File: src/design/mqsb_pkg.sv
// Types, constants and state codes for the multi-queue shared buffer.
package mqsb_pkg;

	localparam int SLOTS_DEF  = 64;
	localparam int QUEUES_DEF = 8;
	localparam int QUEUE_ID_W = 3;
	localparam int DATA_W     = 32;
	localparam int STATUS_W   = 2;

	localparam logic [STATUS_W-1:0] STATUS_OK        = 2'd0;
	localparam logic [STATUS_W-1:0] STATUS_OVERFLOW  = 2'd1;
	localparam logic [STATUS_W-1:0] STATUS_UNDERFLOW = 2'd2;

	localparam logic MODE_ENQ = 1'b0;
	localparam logic MODE_DEQ = 1'b1;

	typedef struct packed {
		logic                     mode;
		logic [QUEUE_ID_W-1:0]    queue_id;
		logic signed [DATA_W-1:0] data_in;
	} op_t;

	typedef struct packed {
		logic signed [DATA_W-1:0] data_out;
		logic [STATUS_W-1:0]      status;
		logic                     store_full;
		logic                     queue_empty;
	} result_t;

	// Controller to datapath.
	typedef struct packed {
		logic capture;
		logic fetch;
		logic update;
	} ctrl_t;

	// Datapath to controller.
	typedef struct packed {
		logic dequeue;
		logic queue_nonempty;
	} stat_t;

	typedef enum logic [1:0] {
		ST_IDLE,
		ST_LOOK,
		ST_FETCH,
		ST_UPDATE
	} state_t;

endpackage

File: src/design/multi_queue_shared_buffer_top.sv
// Multi-queue shared buffer: several FIFO queues linked through one slot store.
// Steps: accept, LOOK, then UPDATE for an enqueue or an underflow; a dequeue that
//   returns data passes through FETCH before UPDATE. done is registered from UPDATE.
// The next transaction is accepted in the cycle the result shows; none is taken while
//   busy. FETCH is needed for the chain of registered RAM reads (head, then link).
// Reset: asynchronous; all queues empty, every slot free, ready at once, no clear sweep.
// Results are not back-pressured: done is a one-cycle strobe.
module multi_queue_shared_buffer_top #(
	parameter int SLOTS  = mqsb_pkg::SLOTS_DEF,
	parameter int QUEUES = mqsb_pkg::QUEUES_DEF
) (
	input  logic              clk,
	input  logic              arst_n,
	input  logic              start,
	input  mqsb_pkg::op_t     op,
	output logic              busy,
	output logic              done,
	output mqsb_pkg::result_t result
);

	// Command and status between sequencer and datapath.
	mqsb_pkg::ctrl_t ctrl;
	mqsb_pkg::stat_t stat;

	// Sequencer: IDLE -> LOOK -> (FETCH) -> UPDATE.
	// LOOK reads head/tail of the queue and the link of the free head;
	// FETCH reads link and value of the queue head for a dequeue;
	// UPDATE writes the tables back and loads the result register.
	mqsb_ctrl u_ctrl (
		.clk    (clk),
		.arst_n (arst_n),
		.start  (start),
		.stat   (stat),
		.busy   (busy),
		.done   (done),
		.ctrl   (ctrl)
	);

	// Datapath: the slot store and link table live in RAM; emptiness of each
	// queue is kept in flops, and a fill mark stands in for the reset value of
	// links that were never written, so no clearing pass is needed.
	mqsb_datapath #(.SLOTS(SLOTS), .QUEUES(QUEUES)) u_dp (
		.clk    (clk),
		.arst_n (arst_n),
		.op     (op),
		.ctrl   (ctrl),
		.stat   (stat),
		.result (result)
	);

endmodule

File: src/design/mqsb_ram.sv
// Generic single-write, single-read RAM with registered read data.
module mqsb_ram #(
	parameter int WIDTH = 8,
	parameter int DEPTH = 16
) (
	input  logic                                      clk,
	input  logic                                      we,
	input  logic [(DEPTH > 1 ? $clog2(DEPTH) : 1)-1:0] waddr,
	input  logic [WIDTH-1:0]                          wdata,
	input  logic [(DEPTH > 1 ? $clog2(DEPTH) : 1)-1:0] raddr,
	output logic [WIDTH-1:0]                          rdata
);

	logic [WIDTH-1:0] mem [DEPTH];

	always_ff @(posedge clk) begin
		if (we) begin
			mem[waddr] <= wdata;
		end
		rdata <= mem[raddr];
	end

endmodule

File: src/design/mqsb_ctrl.sv
// Controller state machine for the multi-queue shared buffer.
module mqsb_ctrl (
	input  logic            clk,
	input  logic            arst_n,
	input  logic            start,
	input  mqsb_pkg::stat_t stat,
	output logic            busy,
	output logic            done,
	output mqsb_pkg::ctrl_t ctrl
);

	mqsb_pkg::state_t state_q, state_d;
	logic             done_q;

	always_ff @(posedge clk or negedge arst_n) begin
		if (!arst_n) begin
			state_q <= mqsb_pkg::ST_IDLE;
			done_q  <= 1'b0;
		end else begin
			state_q <= state_d;
			done_q  <= ctrl.update;
		end
	end

	always_comb begin
		state_d      = state_q;
		ctrl.capture = 1'b0;
		ctrl.fetch   = 1'b0;
		ctrl.update  = 1'b0;
		busy         = 1'b1;
		unique case (state_q)
			mqsb_pkg::ST_IDLE: begin
				busy = 1'b0;
				if (start) begin
					ctrl.capture = 1'b1;
					state_d      = mqsb_pkg::ST_LOOK;
				end
			end
			mqsb_pkg::ST_LOOK: begin
				// only a dequeue from a live queue needs the second read
				if (stat.dequeue && stat.queue_nonempty) begin
					state_d = mqsb_pkg::ST_FETCH;
				end else begin
					state_d = mqsb_pkg::ST_UPDATE;
				end
			end
			mqsb_pkg::ST_FETCH: begin
				ctrl.fetch = 1'b1;
				state_d    = mqsb_pkg::ST_UPDATE;
			end
			mqsb_pkg::ST_UPDATE: begin
				ctrl.update = 1'b1;
				state_d     = mqsb_pkg::ST_IDLE;
			end
			default: begin
				state_d = mqsb_pkg::ST_IDLE;
			end
		endcase
	end

	assign done = done_q;

endmodule

File: src/design/mqsb_datapath.sv
// Datapath: slot store, link table, queue head/tail tables and free list.
module mqsb_datapath #(
	parameter int SLOTS  = mqsb_pkg::SLOTS_DEF,
	parameter int QUEUES = mqsb_pkg::QUEUES_DEF
) (
	input  logic              clk,
	input  logic              arst_n,
	input  mqsb_pkg::op_t     op,
	input  mqsb_pkg::ctrl_t   ctrl,
	output mqsb_pkg::stat_t   stat,
	output mqsb_pkg::result_t result
);

	localparam int SW = (SLOTS > 1) ? $clog2(SLOTS) : 1;   // slot index
	localparam int PW = $clog2(SLOTS + 1);                  // pointer, SLOTS = null
	localparam int QW = (QUEUES > 1) ? $clog2(QUEUES) : 1;
	localparam int DW = mqsb_pkg::DATA_W;

	// queue_id folded into range; queue_id is only QUEUE_ID_W (3) bits wide
	function automatic logic [QW-1:0] qmod(input logic [mqsb_pkg::QUEUE_ID_W-1:0] id);
		int v;
		v = int'(id);
		for (int i = 0; i < (1 << mqsb_pkg::QUEUE_ID_W); i++) begin
			if (v >= QUEUES) begin
				v = v - QUEUES;
			end
		end
		return QW'(v);
	endfunction

	logic              mode_q;
	logic [QW-1:0]     q_q;
	logic [DW-1:0]     data_q;
	logic [PW-1:0]     free_q, free_d;
	logic [PW-1:0]     fill_q, fill_d;   // slots at or above this were never allocated
	logic [QUEUES-1:0] ne_q;             // per-queue nonempty
	mqsb_pkg::result_t result_q, result_d;

	logic [SW-1:0] head_rd, tail_rd;
	logic [PW-1:0] link_rd;
	logic [DW-1:0] value_rd;

	logic          full_now, nonempty, fresh, last, do_enq, do_deq, ne_after;
	logic          head_we, link_we;
	logic [SW-1:0] head_wdata, link_waddr, link_raddr;
	logic [PW-1:0] next_free_enq;

	always_ff @(posedge clk) begin
		if (ctrl.capture) begin
			mode_q <= op.mode;
			q_q    <= qmod(op.queue_id);
			data_q <= op.data_in;
		end
		if (ctrl.update) begin
			result_q <= result_d;
		end
	end

	always_ff @(posedge clk or negedge arst_n) begin
		if (!arst_n) begin
			free_q <= '0;
			fill_q <= '0;
			ne_q   <= '0;
		end else if (ctrl.update) begin
			free_q     <= free_d;
			fill_q     <= fill_d;
			ne_q[q_q]  <= ne_after;
		end
	end

	always_comb begin
		full_now      = (free_q == PW'(SLOTS));
		nonempty      = ne_q[q_q];
		fresh         = (free_q >= fill_q);
		last          = (head_rd == tail_rd);
		do_enq        = ctrl.update && (mode_q == mqsb_pkg::MODE_ENQ) && !full_now;
		do_deq        = ctrl.update && (mode_q == mqsb_pkg::MODE_DEQ) && nonempty;
		// an untouched slot still holds its reset link, the next slot up
		next_free_enq = fresh ? (free_q + PW'(1)) : link_rd;

		head_we    = (do_enq && !nonempty) || (do_deq && !last);
		head_wdata = do_deq ? link_rd[SW-1:0] : free_q[SW-1:0];
		link_we    = (do_enq && nonempty) || do_deq;
		link_waddr = do_deq ? head_rd : tail_rd;
		link_raddr = ctrl.fetch ? head_rd : free_q[SW-1:0];

		if (do_enq) begin
			free_d = next_free_enq;
		end else if (do_deq) begin
			free_d = PW'(head_rd);
		end else begin
			free_d = free_q;
		end
		fill_d = (do_enq && fresh) ? (free_q + PW'(1)) : fill_q;

		if (do_enq) begin
			ne_after = 1'b1;
		end else if (do_deq && last) begin
			ne_after = 1'b0;
		end else begin
			ne_after = nonempty;
		end

		result_d.data_out    = do_deq ? value_rd : '0;
		result_d.store_full  = (free_d == PW'(SLOTS));
		result_d.queue_empty = !ne_after;
		if ((mode_q == mqsb_pkg::MODE_ENQ) && full_now) begin
			result_d.status = mqsb_pkg::STATUS_OVERFLOW;
		end else if ((mode_q == mqsb_pkg::MODE_DEQ) && !nonempty) begin
			result_d.status = mqsb_pkg::STATUS_UNDERFLOW;
		end else begin
			result_d.status = mqsb_pkg::STATUS_OK;
		end
	end

	mqsb_ram #(.WIDTH(DW), .DEPTH(SLOTS)) u_values (
		.clk   (clk),
		.we    (do_enq),
		.waddr (free_q[SW-1:0]),
		.wdata (data_q),
		.raddr (head_rd),
		.rdata (value_rd)
	);

	mqsb_ram #(.WIDTH(PW), .DEPTH(SLOTS)) u_links (
		.clk   (clk),
		.we    (link_we),
		.waddr (link_waddr),
		.wdata (free_q),
		.raddr (link_raddr),
		.rdata (link_rd)
	);

	mqsb_ram #(.WIDTH(SW), .DEPTH(QUEUES)) u_heads (
		.clk   (clk),
		.we    (head_we),
		.waddr (q_q),
		.wdata (head_wdata),
		.raddr (q_q),
		.rdata (head_rd)
	);

	mqsb_ram #(.WIDTH(SW), .DEPTH(QUEUES)) u_tails (
		.clk   (clk),
		.we    (do_enq),
		.waddr (q_q),
		.wdata (free_q[SW-1:0]),
		.raddr (q_q),
		.rdata (tail_rd)
	);

	assign stat.dequeue        = (mode_q == mqsb_pkg::MODE_DEQ);
	assign stat.queue_nonempty = nonempty;
	assign result              = result_q;

endmodule

File: config.mk
export PLATFORM = sky130hd
export DESIGN_NAME = multi_queue_shared_buffer_top
export DESIGN_NICKNAME = d
export VERILOG_FILES = /design/src/design/mqsb_pkg.sv /design/src/design/multi_queue_shared_buffer_top.sv /design/src/design/mqsb_ram.sv /design/src/design/mqsb_ctrl.sv /design/src/design/mqsb_datapath.sv
export SDC_FILE = /design/constraint.sdc
export NUM_CORES = 2
export LEC_CHECK = 0
export BUFFER_PORTS_ARGS = -buffer_cell sky130_fd_sc_hd__buf_2
export CELL_PAD_IN_SITES_DETAIL_PLACEMENT = 1
export CELL_PAD_IN_SITES_GLOBAL_PLACEMENT = 1
export CORE_UTILIZATION = 30
export CTS_CLUSTER_DIAMETER = 150
export CTS_CLUSTER_SIZE = 25
export DETAILED_ROUTE_END_ITERATION = 10
export HOLD_SLACK_MARGIN = 0.02
export PLACE_DENSITY_LB_ADDON = 0.15
export SLEW_MARGIN = 20
export SYNTH_ARGS = -nofsm -noshare
export SYNTH_HDL_FRONTEND = slang
export SYNTH_SLANG_ARGS = --single-unit
File: constraint.sdc
create_clock -name clk -period 6.4 [get_ports clk]
set_clock_uncertainty 0.2 [all_clocks]
set_input_delay 0.32 -clock clk [delete_from_list [all_inputs] [get_ports clk]]
set_output_delay 0.32 -clock clk [all_outputs]
set_load 0.02 [all_outputs]
-- Yosys cells after proc, flatten, opt, wreduce, memory -nomap -nowiden
Memory sizes are Yosys's and may differ from the RTL's. A register that Yosys moved wholly into a read port is not among the register bits.
Index checks and enable logic that the tools add are counted.
- register bits: 97
- bits in writable memories: 2592
- input bits: 39
- output and inout port bits: 38
- word-level logic and storage cells: 77
- memories kept: 4
- add/sub/neg operators: 1
- order comparisons: 3
- equality and inequality tests: 7
- multiplexer cells: 28
- bitwise operators: 1
- reduce and logical (&&, ||, !) cells: 21
- memory list (memory ; words ; width ; rd ports ; clocked after Yosys merged registers in ; write ports ; RTL line ; source):
    u_dp.u_values.mem ; 64 ; 32 ; 1 ; 1 ; 1 ; mqsb_ram.sv:14 ; logic [WIDTH-1:0] mem [DEPTH];
    u_dp.u_links.mem ; 64 ; 7 ; 1 ; 1 ; 1 ; mqsb_ram.sv:14 ;
    u_dp.u_heads.mem ; 8 ; 6 ; 1 ; 1 ; 1 ; mqsb_ram.sv:14 ;
    u_dp.u_tails.mem ; 8 ; 6 ; 1 ; 1 ; 1 ; mqsb_ram.sv:14 ;
- operators by type and width (operator ; count):
    $mux W7 ; 3
    $mux W6 ; 3
    $mux W1 ; 16
    $eq A7 B7 Y1 const B ; 2
    $logic_and A1 B1 Y1 ; 13
    $bwmux W8 ; 1
    $pmux W2 S4 ; 1
    $add A7 B1 Y7 const B ; 1
    $ge A7 B7 Y1 ; 1
    $eq A6 B6 Y1 ; 1
    $eq A2 B2 Y1 const B ; 2
    $logic_not A1 Y1 ; 4
    $lt A3 B4 Y1 const B ; 1
    $mux W2 ; 2
    $bmux W1 S3 ; 1
    $demux W1 S3 ; 1
    $ge A3 B1 Y1 const B ; 1
    $eq A2 B1 Y1 const B ; 1
    $logic_not A2 Y1 ; 1
    $logic_or A1 B1 Y1 ; 2
    $ne A2 B2 Y1 const B ; 1
    $reduce_and A2 Y1 ; 1
    $not A1 Y1 ; 1

-- Longest topological paths before layout
- depth in word-level cells: 8
- depth in mapped cells: 15
- mapped depth without buffers: 9

-- Hierarchy
A second synthesis with hierarchy kept.
- cell total of the unflattened synthesis: 4662
- area total of the unflattened synthesis: 104530.3 um^2
- by module, submodules not included (module ; instances ; cells each ; area each (um^2) ; seq. area each (um^2)):
    mqsb_ram (u_dp.u_values) ; 1 ; 3324 ; 78515.3 ; 62139.6
    mqsb_ram (u_dp.u_links) ; 1 ; 827 ; 17635.7 ; 13593.0
    mqsb_datapath ; 1 ; 317 ; 4125.2 ; 2712.6
    mqsb_ram (u_dp.u_heads ...) ; 2 ; 88 ; 2021.9 ; 1561.5
    mqsb_ctrl ; 1 ; 18 ; 210.2 ; 75.1

-- Least setup slack after synthesis
Ideal clock, no wire load.
- path kind: register -> register
- from: register u_dp.free_q[1]
- to: memory u_dp.u_values.mem[23][0] in the netlist's numbering (enable)
- setup time: 0.502 ns
- arrival: 5.786 ns
- data required time: 5.698 ns
- slack: -0.088 ns
- stages on the path, launching flop included: 9
- path buffers: 3
- clock period less this slack: 6.488 ns
- cells stage by stage: dfrtp_1 clkbuf_1 inv_1 ha_1 a31oi_1 nand2_1 clkbuf_1 clkbuf_1 nor4_1
- word-level cells in the longest chain between the ends: 5
- RTL lines (item ; RTL line ; source):
    start: declaration ; mqsb_datapath.sv:34 ; logic [PW-1:0] free_q, free_d;
    start signal: assignment ; mqsb_datapath.sv:65 ; free_q <= free_d;
    $eq A7 B7 Y1 ; mqsb_datapath.sv:72 ; full_now = (free_q == PW'(SLOTS));
    $logic_not A1 Y1 ; mqsb_datapath.sv:76 ; do_enq = ctrl.update && (mode_q == mqsb_pkg::MODE_ENQ) && !full_now;
    $logic_and A1 B1 Y1 ; mqsb_datapath.sv:76 ;
    $mux W1 ; mqsb_ram.sv:17 ; if (we) begin
    $mux W1 (not written as such) ; mqsb_ram.sv:18 ; mem[waddr] <= wdata;
    end: declaration ; mqsb_ram.sv:14 ;
Parallel ways exist; a longest one is shown, timed or not.

==> qor.yml <==
run_status:
  status: "finished clean"
timing:
  fmax_ghz: 0.211
  slew_headroom_pct: 26.3
  drv_slew: 0
  fin_crit_sh_pct: 73.9
  period_needed_ns: 4.73
  rsz0062_at_grt: "false"
  final_hold_viol_count: 0
  holdWs_ns: 0.0777
  worst_pin_slew_ns: 1.10
  tns_ns: 0
  finalSetupViolCount: 0
placement:
  place_congestion: 0.762
  dp_hpwl_um: 175000
  numPortBuffers: 76
  placed_cells: 9106
global_route:
  grt_start_max_net_pins: 119
  grt_pass1_wl_um: 417000
  antenna_found_initial: 22
  globalRouteOverflowTotal: 0
  grt_pass1_vias: 49900
  track_usage_pct: 17.0
cts:
  clkTransAtPathRegs_ns: 0.10
  cts_tree: "done"
  clock_latency_ns: 0.94
  cts-root-buf: "clkbuf_16"
  h-tree-depth: 3
  cts.sinks: 2740
  cts_buffers: 125
  cts_max_path_buffers: 4
  post_cts_buffers: 0
layout:
  drive_gt1_share_pct: 26.6
  area_growth_pct: 11.3
  fill_cells: 33500
  regArea_um2: 81700
  final_util_pct: 33.5
  fin_cells: 9416
  multi_input_area_um2: 22200
  fin_nets: 4783
synth:
  synth.most_common_cell: "edfxtp_1"
  ys_ff_latch: 2740
  syn_avg_cell_area_um2: 23.2
  syn-num-nets: 4559
  synth_top_cell_by_area: "edfxtp_1"
  synthArstFlopShare_pct: 0.912
  yosysTopAreaCellShare_pct: 76.7
  netlist_top_cells_count: "edfxtp_1, mux4_2, nand2_1, nor2_1, clkbuf_1"
  ys_seq_area_share_pct: 78.3
  synth_edf_count: 2664
  synth_mux_area_share_pct: 17.5
  synth_compound_area_share_pct: 0.957
  synth_cell_types: 55
  synth.area.top_cells: "edfxtp_1, mux4_2, dfxtp_1, nand2_1, dfrtp_1"
  synth_xor_area_share_pct: 0.0839
  synth_simple_gate_area_share_pct: 2.07
  synth_top_family_by_area: "multiplexers"
  synthFlopType: "edfxtp_1"
  yosys_warnings: 0
  synth_cells: 4506
  yosys.area_share.adder_pct: 0.168
  synthesis.area_um2: 104000
detailed_routing:
  wl_per_cell_um: 31.7
  vias: 47100
  drc: 0
  viasPerCell: 5.00
  drtPass1Iterations: 5
  ant_nets: 0
  routed_wl_um: 299000
  drtIter0Drc: 4396
worst_hold_path:
  min_from: "op[24]"
  hold_class: "in -> reg"
floorplanning:
  start_util_pct: 30.1
  io_pins: 77
  dieArea_um2: 350000
  core_um2: 346000
  rows: 216
  die_w_um: 592
  die_h_um: 592
power_and_ir_drop:
  ir_drop_mv: 0.305
  pwr_density_cell_nw_per_um2: 358
  power_mw: 41.6
  power.leakage_nw: 34.7
setup_path:
  crit-reg2reg-launch: "u_dp.q_q[1]"
  cp_max_fo: 29
  critPathArrivalTime_ns: 5.09
  path_class: "reg -> reg"
  critPathCaptureType: "flip-flop"
  startpoint_type: "flip-flop"
  required_ns: 6.76
  startpoint: "u_dp.q_q[1]"
run:
  drv_cap: 0
## cell usage in the layout (no fill, tap or decap), drive strengths merged, types with 16 or more instances in the layout
master       netlist  final
a21oi             17     17
a22oi             16     16
a31oi             18     18
and2              39     39
buf               95    260
clkbuf           142    224
dfrtp             25     25
dfxtp             51     51
dlygate4sd3        0     74
edfxtp          2664   2664
mux2              25     25
mux2i             57     57
mux4             772    772
nand2            172    172
nand2b            16     16
nand3             57     57
nor2             160    160
o21ai             41     41
## registers in the layout, summed over array words and instances, names as in the netlist, 2 cells and up
name and cells:
u_dp.q_q 3, u_dp.data_q 32, u_dp.ne_q 8, u_dp.result 36
u_dp.u_links.rdata 7, u_dp.u_heads.mem 48, u_dp.u_values.mem 2048, u_dp.u_links.mem 448
u_dp.free_q 7, u_dp.u_heads.rdata 6, u_dp.fill_q 7, u_dp.u_values.rdata 32
u_dp.u_tails.rdata 6, u_dp.u_tails.mem 48, u_ctrl.state_q 2
## worst max-delay path, stage by stage, from the launching register on
cell	delay, ns
edfxtp_1	0.77
buf_4	0.42
mux4_2	0.66
nor2_4	0.57
o221ai_1	0.24
or4_1	0.56
nor4_1	0.94
## report_power, final
| group | switching [mW] | internal, mW | leakage, nW | total (mW) |
|---|---|---|---|---|
| combinational | 6.45 | 3.98 | 8.22 | 10.4 |
| clock | 5.70 | 3.78 | 1.72 | 9.49 |
| sequential | 0.551 | 21.1 | 24.8 | 21.7 |
| total | 12.7 | 28.9 | 34.7 | 41.6 |
## routing by layer
layer / routed length [µm] / global-route usage, % / vias up / part of all wire [%]
li1: - / - / 19400 / -
met1: 138000 / 24.6 / 26700 / 46
met2: 146000 / 28.3 / 865 / 49
met3: 9880 / 1.57 / 194 / 3.3
met4: 4220 / 2.50 / 0 / 1.4
met5: 0 / 0 / - / 0
## path summary, 6_finish.rpt
check	slack, ns	end	cells past startpoint
worst max-delay path	1.67	u_dp.result[1]	6
worst min-delay path	0.08	u_dp.data_q[24]	2
worst max register to register	1.67	u_dp.result[1]	6
worst min register to register	0.30	u_dp.ne_q[4]	2
max in group asynchronous	5.55	u_dp.free_q[5]	4
min in group asynchronous	0.24	u_dp.ne_q[2]	4
## kinds of logic (layout without fill, tap and decap cells)
group | after synthesis | count (layout)
muxes | 854 | 854
AOI/OAI and AO/OA | 150 | 150
adders and majority gates | 14 | 14
buffers and inverters | 251 | 577
xor gates and xnor gates | 10 | 10
other | 0 | 6
DFF | 2740 | 2740
and+or+nand+nor | 487 | 487
## what timing repair did
item,4_1_cts,5_1_grt
resized for setup,0,0
hold endpoints to repair,72,1
hold buffers,74,1
## per-stage QoR
step	worst slack [ns]	area, µm²
after floorplan	0.580	104000
after global placement	1.69	112000
after detailed placement	1.66	112000
after CTS	1.64	116000
after global routing	1.36	116000
final	1.67	116000
## area by class of cell
| cell class | count | share of cell area (%) |
|---|---|---|
| clock buffer | 224 | 3.03 |
| antenna | 6 | 0.0129 |
| tap | 4578 | 4.93 |
| inverter | 14 | 0.0453 |
| timing repair buffer | 334 | 2.41 |
| sequential | 2740 | 70.3 |
| multi-input combinational | 1515 | 19.1 |
| clock inverter | 5 | 0.106 |
Power figures use the tool's default switching activity.
